File: config.mk
export PLATFORM = sky130hd
export DESIGN_NAME = cau_front
export DESIGN_NICKNAME = d
export VERILOG_FILES = /design/src/sv/cau_pkg.sv /design/src/sv/cau_front.sv
export SDC_FILE = /design/constraint.sdc
export NUM_CORES = 1
export LEC_CHECK = 0
export BUFFER_PORTS_ARGS = -buffer_cell sky130_fd_sc_hd__buf_4
export CAP_MARGIN = 10
export CORE_AREA = 2 2 104 106
export DETAILED_ROUTE_END_ITERATION = 8
export DIE_AREA = 0 0 106 108
export PLACE_DENSITY_LB_ADDON = 0.15
export REMOVE_ABC_BUFFERS = 1
export SLEW_MARGIN = 20
export SYNTH_ARGS = -nofsm -noshare
export SYNTH_HDL_FRONTEND = slang
export SYNTH_SLANG_ARGS = --single-unit
File: constraint.sdc
create_clock -name vclk -period 1.7
set_clock_uncertainty 0.15 [all_clocks]
set_input_delay 0.085 -clock vclk [all_inputs]
set_output_delay 0.085 -clock vclk [all_outputs]
set_load 0.05 [all_outputs]
File: src/sv/cau_pkg.sv
// cau_pkg: shared constants, types and the saturating clip for the complex unit.
// No dependencies.
package cau_pkg;

  localparam int WORD_BITS = 32;
  localparam int FRAC_BITS = 16;
  localparam int SUM_W     = 2 * WORD_BITS + 2;   // product sums, signed
  localparam int Q_DEPTH   = 4;
  localparam int Q_PTR_W   = $clog2(Q_DEPTH);

  localparam logic [1:0] OP_ADD = 2'd0;
  localparam logic [1:0] OP_SUB = 2'd1;
  localparam logic [1:0] OP_MUL = 2'd2;
  localparam logic [1:0] OP_DIV = 2'd3;

  typedef struct packed {
    logic [1:0]                  op;
    logic                        dz;    // divide with zero divisor
    logic signed [WORD_BITS-1:0] a_re;
    logic signed [WORD_BITS-1:0] a_im;
    logic signed [WORD_BITS-1:0] b_re;
    logic signed [WORD_BITS-1:0] b_im;
  } item_t;

  typedef struct packed {
    logic [WORD_BITS-1:0] re;
    logic [WORD_BITS-1:0] im;
    logic                 dz;
    logic                 sat;
  } result_t;

  // {clipped flag, word}
  function automatic logic [WORD_BITS:0] clip_word(input logic signed [SUM_W-1:0] v);
    logic signed [SUM_W-1:0] hi;
    logic signed [SUM_W-1:0] lo;
    logic [WORD_BITS:0]      r;
    hi = SUM_W'({1'b0, {(WORD_BITS-1){1'b1}}});
    lo = -hi - SUM_W'(1);
    if (v > hi)      r = {1'b1, 1'b0, {(WORD_BITS-1){1'b1}}};
    else if (v < lo) r = {1'b1, 1'b1, {(WORD_BITS-1){1'b0}}};
    else             r = {1'b0, v[WORD_BITS-1:0]};
    return r;
  endfunction

endpackage

File: src/sv/cau_front.sv
// cau_front: takes request words and classifies them for the queue.
// Depends on cau_pkg.
module cau_front import cau_pkg::*; (
  input  logic                        start,
  output logic                        busy,
  input  logic [1:0]                  req_type,
  input  logic signed [WORD_BITS-1:0] a_re,
  input  logic signed [WORD_BITS-1:0] a_im,
  input  logic signed [WORD_BITS-1:0] b_re,
  input  logic signed [WORD_BITS-1:0] b_im,
  input  logic                        q_full,
  output logic                        push,
  output item_t                       item
);

  assign busy = q_full;
  assign push = start && !q_full;

  always_comb begin
    item.op   = req_type;
    item.dz   = (req_type == OP_DIV) && (b_re == '0) && (b_im == '0);
    item.a_re = a_re;
    item.a_im = a_im;
    item.b_re = b_re;
    item.b_im = b_im;
  end

endmodule

==> run summary <==
vias per inst = 3.44
Setup Viol. Count Final = 0
Sequential Area = 0 um2
RSZ-0062 raised after global routing = no
count of input and output buffers = 137
hold path startpoint = a_re[17]
Area growth, synth to finish = 30.6%
internal power = 224 uW
Sw Pwr = 407 uW
clock share of power = 0%
PD cells = 422 nW/um2
Synth Cell Area = 1140 um2
CP cell instances = buf_4 -> nor4_1 -> nand2_2 -> or3_4 -> nor4_4 -> buf_6
vias in the first global route = 1051
Initial Util = 11.2%
Routed WL per cell = 32.4 um
Rows = 37
most common cell after layout, fill and taps aside = buf_4
first-pass GRT wire length = 11700 um
Final Hold Fails = 0
global-route usage over all layers = 16.1%
worst slew pin tran = 0.326 ns
drt initial violations = 27
sequential area share after synthesis = 0%
Hold EP = item[113]
Hold Path Depth = 0
DR DRC count = 0
die width = 106 um
IO Count = 265
DP Area = 1410 um2
Max IR drop VDD = 0.107 mV
Worst Setup Start Kind = input pin
Mean Syn Cell Area = 7.28 um2
global placer's final weighted congestion = 0.877
required time worst endpoint = 1.46 ns
WS Path Type = input pin to primary output
Detail Route Antenna Nets = 0
minimum clock period = 1.61 ns
vias = 1047
CP bufs+invs = 2
layout cells sized above 1 = 89.9%
initial antenna violation count = 0
CP peak stage delay = 0.41 ns
f_max = 621 MHz
DIE HEIGHT = 108 um
crit end category = primary output
final period utilization = 94.8%
Fill cells = 1168
clkbuf count = 0
post-route cell area = 1490 um2
Lkg Pwr = 0.729 nW
FF+latch count = 0
Slew headroom = 78.0%
most frequent cells in the layout = buf_4, nor4_1, nor4_4
Hold Crit Class = input pin to primary output
CP max stage cell = or3_4
Sw Share = 64.5%
final WL = 9850 um
Slew Viols, Final = 0
YS warnings = 0
Sum Neg Setup Slack = 0 ns
Post-CTS Setup Repair Bufs = 0
multi-input combinational cell area = 246 um2
Critical Path AT = 1.38 ns
fin nets = 302
sequential share of power = 0%
core footprint = 10200 um2
Ant. Diodes = 0
delay-heaviest family, CP = simple AND/OR/NAND/NOR gates
first drt pass iteration count = 4
power share of the combinational group = 100.0%
hpwl dp = 9410 um
largest net degree at the start of global routing = 3
die area = 11400 um2
grt ovf = 0
maxcap violations = 0
status = finished, final reports clean
Post-Syn Instances = 157
worst-path fanout max = 2
Synth cell types = 10
cell usage after synthesis (all sizes together):
| cell | n | area share, % |
|---|---|---|
| buf | 131 | 86 |
| nor4 | 16 | 9.3 |
| nand4 | 3 | 1.6 |
| nand2 | 2 | 0.88 |
| nor2 | 2 | 0.66 |
| nand3 | 1 | 0.44 |
| nor2b | 1 | 0.55 |
| or3 | 1 | 0.55 |
worst max path at each step:
stage | start | slack, ns | cells past startpoint | to
after global placement | b_re[15] | -0.14 | 6 | item[128]
after floorplan | b_im[11] | -0.21 | 4 | item[128]
after detailed placement | b_re[1] | -0.14 | 7 | item[128]
after global routing | b_im[22] | 0.009 | 6 | item[128]
after CTS | b_re[11] | 0.006 | 6 | item[128]
final | b_im[22] | 0.09 | 6 | item[128]
routing by layer:
| metal | vias to the layer above | track usage (%) | wire, um |
|---|---|---|---|
| met3 | 8 | 26.7 | 3520 |
| li1 | 404 | - | - |
| met5 | - | 0 | 0 |
| met4 | 0 | 1.79 | 130 |
| met1 | 416 | 10.7 | 2150 |
| met2 | 219 | 23.6 | 4060 |
what timing repair did:
| action | in CTS | in global routing |
|---|---|---|
| hold buffers | 0 | 0 |
| endpoints found under the hold margin | 0 | 0 |
| resized for setup | 11 | 4 |
| endpoints found under the setup margin | 1 | 1 |
| pin swaps | 2 | 1 |
per-stage QoR:
stage / hold WS (ns) / power [mW] / setup WS [ns] / utilization, % / std cells
after detailed placement: 0.0204 / 0.617 / -0.137 / 13.8 / 306
after floorplan: 0.0200 / 0.0133 / -0.210 / - / 26
final: 0.0204 / 0.631 / 0.0888 / 14.6 / 304
after global routing: 0.0203 / 0.654 / 0.00947 / 14.6 / 304
after CTS: 0.0204 / 0.632 / 0.00560 / 14.4 / 304
after global placement: 0.0204 / 0.619 / -0.141 / 13.8 / 306
final cells by class:
class,instances,share of cell area (%)
Timing Repair Buffer,142,72.1
Tap cell,136,11.4
Multi-Input combinational cell,26,16.5
power groups by stage:
stage	Sequential, mW	Clock, mW	Combinational (mW)
floorplan	0	0	0.0133
global placement	0	0	0.619
detailed placement	0	0	0.617
CTS	0	0	0.632
global route	0	0	0.654
finish	0	0	0.631
cells by family (layout without fill, tap and decap cells):
group	count (synthesis)	count (layout)	synth area share [%]
buf+inv	131	142	86.0
simple gates	26	26	14.0
Note: power is estimated with default switching activity, not from simulation.
