===== src/sv/cau_pkg.sv =====
// cau_pkg: shared constants, types and the saturating clip for the complex unit.
// No dependencies.
package cau_pkg;

  localparam int WORD_BITS = 32;
  localparam int FRAC_BITS = 16;
  localparam int SUM_W     = 2 * WORD_BITS + 2;   // product sums, signed
  localparam int Q_DEPTH   = 4;
  localparam int Q_PTR_W   = $clog2(Q_DEPTH);

  localparam logic [1:0] OP_ADD = 2'd0;
  localparam logic [1:0] OP_SUB = 2'd1;
  localparam logic [1:0] OP_MUL = 2'd2;
  localparam logic [1:0] OP_DIV = 2'd3;

  typedef struct packed {
    logic [1:0]                  op;
    logic                        dz;    // divide with zero divisor
    logic signed [WORD_BITS-1:0] a_re;
    logic signed [WORD_BITS-1:0] a_im;
    logic signed [WORD_BITS-1:0] b_re;
    logic signed [WORD_BITS-1:0] b_im;
  } item_t;

  typedef struct packed {
    logic [WORD_BITS-1:0] re;
    logic [WORD_BITS-1:0] im;
    logic                 dz;
    logic                 sat;
  } result_t;

  // {clipped flag, word}
  function automatic logic [WORD_BITS:0] clip_word(input logic signed [SUM_W-1:0] v);
    logic signed [SUM_W-1:0] hi;
    logic signed [SUM_W-1:0] lo;
    logic [WORD_BITS:0]      r;
    hi = SUM_W'({1'b0, {(WORD_BITS-1){1'b1}}});
    lo = -hi - SUM_W'(1);
    if (v > hi)      r = {1'b1, 1'b0, {(WORD_BITS-1){1'b1}}};
    else if (v < lo) r = {1'b1, 1'b1, {(WORD_BITS-1){1'b0}}};
    else             r = {1'b0, v[WORD_BITS-1:0]};
    return r;
  endfunction

endpackage


===== src/sv/cau_queue.sv =====
// cau_queue: short FIFO of classified words between front and back.
// Depends on cau_pkg.
module cau_queue import cau_pkg::*; (
  input  logic  clk,
  input  logic  rst,
  input  logic  push,
  input  item_t wr_item,
  input  logic  pop,
  output item_t rd_item,
  output logic  not_empty,
  output logic  full
);

  item_t              mem [Q_DEPTH];
  logic [Q_PTR_W-1:0] wr_ptr;
  logic [Q_PTR_W-1:0] rd_ptr;
  logic [Q_PTR_W:0]   count;
  logic               do_pop;

  assign not_empty = (count != '0);
  assign full      = (count == (Q_PTR_W+1)'(Q_DEPTH));
  assign do_pop    = pop && not_empty;
  assign rd_item   = mem[rd_ptr];

  always_ff @(posedge clk) begin
    if (push) mem[wr_ptr] <= wr_item;
  end

  always_ff @(posedge clk) begin
    if (rst) begin
      wr_ptr <= '0;
      rd_ptr <= '0;
      count  <= '0;
    end else begin
      if (push)   wr_ptr <= wr_ptr + 1'b1;
      if (do_pop) rd_ptr <= rd_ptr + 1'b1;
      count <= count + (Q_PTR_W+1)'(push) - (Q_PTR_W+1)'(do_pop);
    end
  end

endmodule


===== config.mk =====
export PLATFORM = sky130hd
export DESIGN_NAME = cau_queue
export DESIGN_NICKNAME = d
export VERILOG_FILES = /design/src/sv/cau_pkg.sv /design/src/sv/cau_queue.sv
export SDC_FILE = /design/constraint.sdc
export NUM_CORES = 1
export LEC_CHECK = 0
export BUFFER_PORTS_ARGS = -buffer_cell sky130_fd_sc_hd__buf_2
export CORE_UTILIZATION = 40
export DETAILED_ROUTE_END_ITERATION = 8
export PLACE_DENSITY = 0.7
export SKIP_LAST_GASP = 1
export SLEW_MARGIN = 0
export SYNTH_ARGS = -nofsm -noshare
export SYNTH_HDL_FRONTEND = slang
export SYNTH_SLANG_ARGS = --single-unit

===== constraint.sdc =====
create_clock -name clk -period 4.05 [get_ports clk]
set_input_delay 0.81 -clock clk [delete_from_list [all_inputs] [get_ports clk]]
set_output_delay 0.81 -clock clk [all_outputs]
set_load 0.1 [all_outputs]

==> flow_results.org <==
** Critical path
- STA puts the critical path data required time at 3.24 ns.
- The critical path in this run is classified as flip-flop to output port.
- Data arrives at the worst endpoint at 2.57 ns.
- Cell family with most CP delay :: flip-flops
- Slowest library cell on the worst path :: dfxtp_4
- Setup crit end kind :: output port
- Counting both buffers and inverters, the worst setup path holds a total of 2.
- Along the worst path, the maximum fanout reaches 26.
- STA classifies the critical path startpoint as a flip-flop.
- Traced cell by cell, the critical path runs through buf_4 -> mux4_2 -> buf_2.
- In this design, the stage delay of the slowest critical-path cell is between 0.7 and 0.8 ns.

** Route
- Violation count after the first detailed-routing iteration :: a little under 500
- Remaining antenna violation count after routing :: 0
- Post-detailed-route via-to-cell ratio :: between 5 and 6
- After detailed routing, the number of remaining DRC violations is 0.
- Total via count after detailed routing :: approximately 8600
- Wire length per cell :: 21.31 µm
- After detailed routing, the total wire length is around 36000 µm.
- The first detailed-routing pass ran for 4 iterations.

** Clock tree
- Buffers inserted to repair hold after CTS numbered 0.
- Post-CTS setup-driven buffer insertion count :: 0
- After clock tree synthesis, the repair step resized 0 gates.
- Number of H-tree levels :: 2
- CTS placed an instance of clkbuf_16 at the clock tree root.
- Counting along the longest clock path gives a buffer depth of 3.
- CTS sink cnt :: ~530
- The later pin in the worst-skew pair is clocked with a latency of 0.58 ns.
- Reg clk slew, reported paths :: approximately 0.060 ns
- Clock tree synthesis inserted a total of 53 buffers.
- TritonCTS clock tree :: done

** Synth
- Area share of the largest cell type after synthesis :: 0.8101
- Number of warnings printed during yosys synthesis :: 0
- Avg Inst Size Synth :: 26.57 µm²
- Number of library cell types mapped by synthesis :: 22
- Share of synthesized area occupied by flip-flops and latches :: 0.8194
- Post-synthesis instance area :: 19420 µm²
- Cell type with the largest total area after synthesis :: edfxtp_1
- Number of cells produced by synthesis :: approximately 730
- Number of synthesized register bits :: between 500 and 600
- By area the synthesized netlist is led by edfxtp_1, mux4_2, dfxtp_1, buf_8, ha_1.
- The number of nets in the synthesized netlist is 873.

** Pwr
- Summed over all cells, the static leakage comes to 7.759 nW.
- Clock power frac :: 0.286
- Part of the power in combinational logic :: 0.320
- Cell Int Power :: 10.28 mW
- For this design the ratio of total power to cell area is about 710 nW/µm².
- Total power for the finished layout comes to roughly 16 mW.
- Summed over all nets, the switching power comes to slightly above 6 mW.
- IR drop worst, VDD :: 0.7202 mV
- Switching share of power :: 0.3770
- The share of total power dissipated in sequential elements is 0.395.

** Floorplanning
- Pin placement for this block handled 268 I/O pins.
- The initialized floorplan defines 80 standard-cell rows.
- The die is 222.4 µm tall.
- Width of the die :: between 200 and 250 µm
- DIE AREA :: 49440 µm²
- Area of the placeable core :: between 40000 and 50000 µm²
- For this configuration, the core starts out at a cell density of 0.4060.

** Timing
- Derived from the worst setup path, the maximum achievable clock frequency is about 300 MHz.
- The final hold violation count came to 0.
- Subtracting the final worst setup slack from the clock period gives roughly 3.4 ns.
- Final number of setup-violating endpoints :: 0
- The count of pins over their slew limit was 0.
- Setup repair after global routing missed its margin :: false
- Max-Slew Margin vs Limit :: 0.4912
- Accumulated negative setup slack :: 0 ns
- Transition time at the pin with the least slew margin :: around 0.76 ns
- For the final database, setup skew stands at roughly 0.0096 ns.
- Final cycle utilization of the critical path :: 0.8348

** GRT
- M3 GR Usage :: 0.04747
- Antenna violations before repair :: 7
- The via count of the first global-routing pass came to roughly 9300.
- The global routing stage identified its most utilized layer as met2.
- Global Route met1 Usage :: 0.1830
- First-pass GRT wire length :: between 50000 and 60000 µm
- After global routing the overflow that remains totals 0.
- Fraction of met2 tracks used by global routing :: 0.2481
- Entering global routing, the biggest net connects 52 pins.
- Across every metal layer, demand over resource in global routing totals 0.1477.

** Status
- The flow ran to the end, and the final reports show no timing, DRC or antenna violations.

** Place
- Summed over all nets, the half-perimeter wirelength after detailed placement is ~22000 µm.
- Placed cell areas :: around 22000 µm²
- At the end of routability-driven placement, the weighted congestion stood at 0.7118.
- Buffers placed on the I/O ports in this run total ~270.

** Layout
- Sequential cell area :: ~16000 µm²
- Once layout is done, the placed cells without fillers occupy 23300 µm².
- Share of post-route cells with drive strength above 1 :: 0.4659
- P&R area growth vs syn :: 19.97%
- After the last flow step, the layout net total stands at between 1000 and 1500.
- Summing all multi-input logic gate instances after layout gives ~3200 µm².
- Fillers :: 3858

** Flow run
- MaxCap Viol Count :: 0

** Hold path
- Worst hold path type :: input port to flip-flop
==> metrics by stage <==
stage / cells / util / hold WS [ns] / setup slack, ns
floorplan: 731 / - / 0.5136 / 1.186
global placement: 1602 / 0.4513 / 0.5363 / 1.214
detailed placement: 1602 / 0.4513 / 0.5609 / 1.193
CTS: 1701 / 0.4870 / 0.3896 / 0.5292
global route: 1702 / 0.4870 / 0.4023 / 0.4739
finish: 1702 / 0.4870 / 0.4424 / 0.6693
==> cells in the final DEF, fill, tap and decap left out, types with 2 or more instances in the layout <==
cell and instances:
edfxtp_1 524, mux4_2 131, dfxtp_1 7, clkbuf_16 55, ha_1 6, buf_4 7
clkinv_2 9, buf_12 13, and2_4 4, mux2_2 3, inv_6 2, nor2_1 5
buf_2 267, inv_1 6, nor2b_1 4, clkbuf_1 10, dfxtp_4 2, clkinv_1 10
bufinv_16 3, clkbuf_8 4, clkinvlp_4 5
==> state kept, by name, indices dropped and copies added (netlist names), named ones only <==
name,cells
count,3
mem,524
rd_ptr,2
wr_ptr,2
==> Yosys cell counts <==
cell type and number:
xnor2_1 1, dfxtp_1 9, or3_1 1, o31a_1 1, buf_2 14, and3_1 1, o311ai_0 1, mux2_2 3
edfxtp_1 524, buf_6 1, xor3_1 1, and2_1 4, ha_1 6, fa_1 1, buf_8 10, nor2b_1 4
mux2i_1 1, nor2_1 5, mux4_2 131, clkbuf_1 3, inv_1 6, buf_4 3
==> routing by layer <==
layer / up-vias / wire length [µm]
li1: 3788 / -
met1: 4479 / 14630
met2: 263 / 18210
met3: 53 / 2676
met4: 10 / 689
met5: - / 64
==> path summary, 6_finish.rpt <==
check / startpoint / slack [ns] / cells past startpoint / endpoint
min: wr_item[74] / 0.44 / 1 / mem[1][74]
min reg2reg: wr_ptr[1] / 0.56 / 2 / wr_ptr[1]
max reg2reg: count[1] / 2.05 / 7 / count[2]
max: flip-flop / 0.67 / 3 / rd_item[2]
==> cell families (layout without fill, tap and decap cells) <==
group           Yosys count  in the layout  share of synthesized area
other cells               0              1                          0
mux                     135            135                     0.1541
xor+xnor                  2              2                   0.001675
simple gates             15             15                   0.004187
flops                   533            533                     0.8194
buf+inv                  37            392                    0.01482
compound gates            2              2                  0.0009020
fa+ha+maj                 7              7                   0.004896
==> cell type report <==
cell class              count  share of cell area
clock buffers              69             0.06304
diodes                      1           0.0001074
multi-input cells         161              0.1386
flip-flops and latches    533              0.6833
well taps                 615             0.03302
inverters                   6           0.0009665
clock inverters            30             0.01015
repair buffers            287             0.07077
==> power by group through the flow <==
| stage | clock network, mW | registers (mW) | logic [mW] |
|---|---|---|---|
| 2_1_floorplan | 0 | 6.53 | 4.64 |
| 3_3_place_gp | 0 | 6.62 | 5.30 |
| 3_5_place_dp | 0 | 6.64 | 5.33 |
| 4_1_cts | 4.84 | 6.52 | 5.34 |
| 5_1_grt | 5.03 | 6.54 | 5.45 |
| 6_report | 4.71 | 6.51 | 5.28 |
No activity file was read; power rests on OpenSTA's default activity.
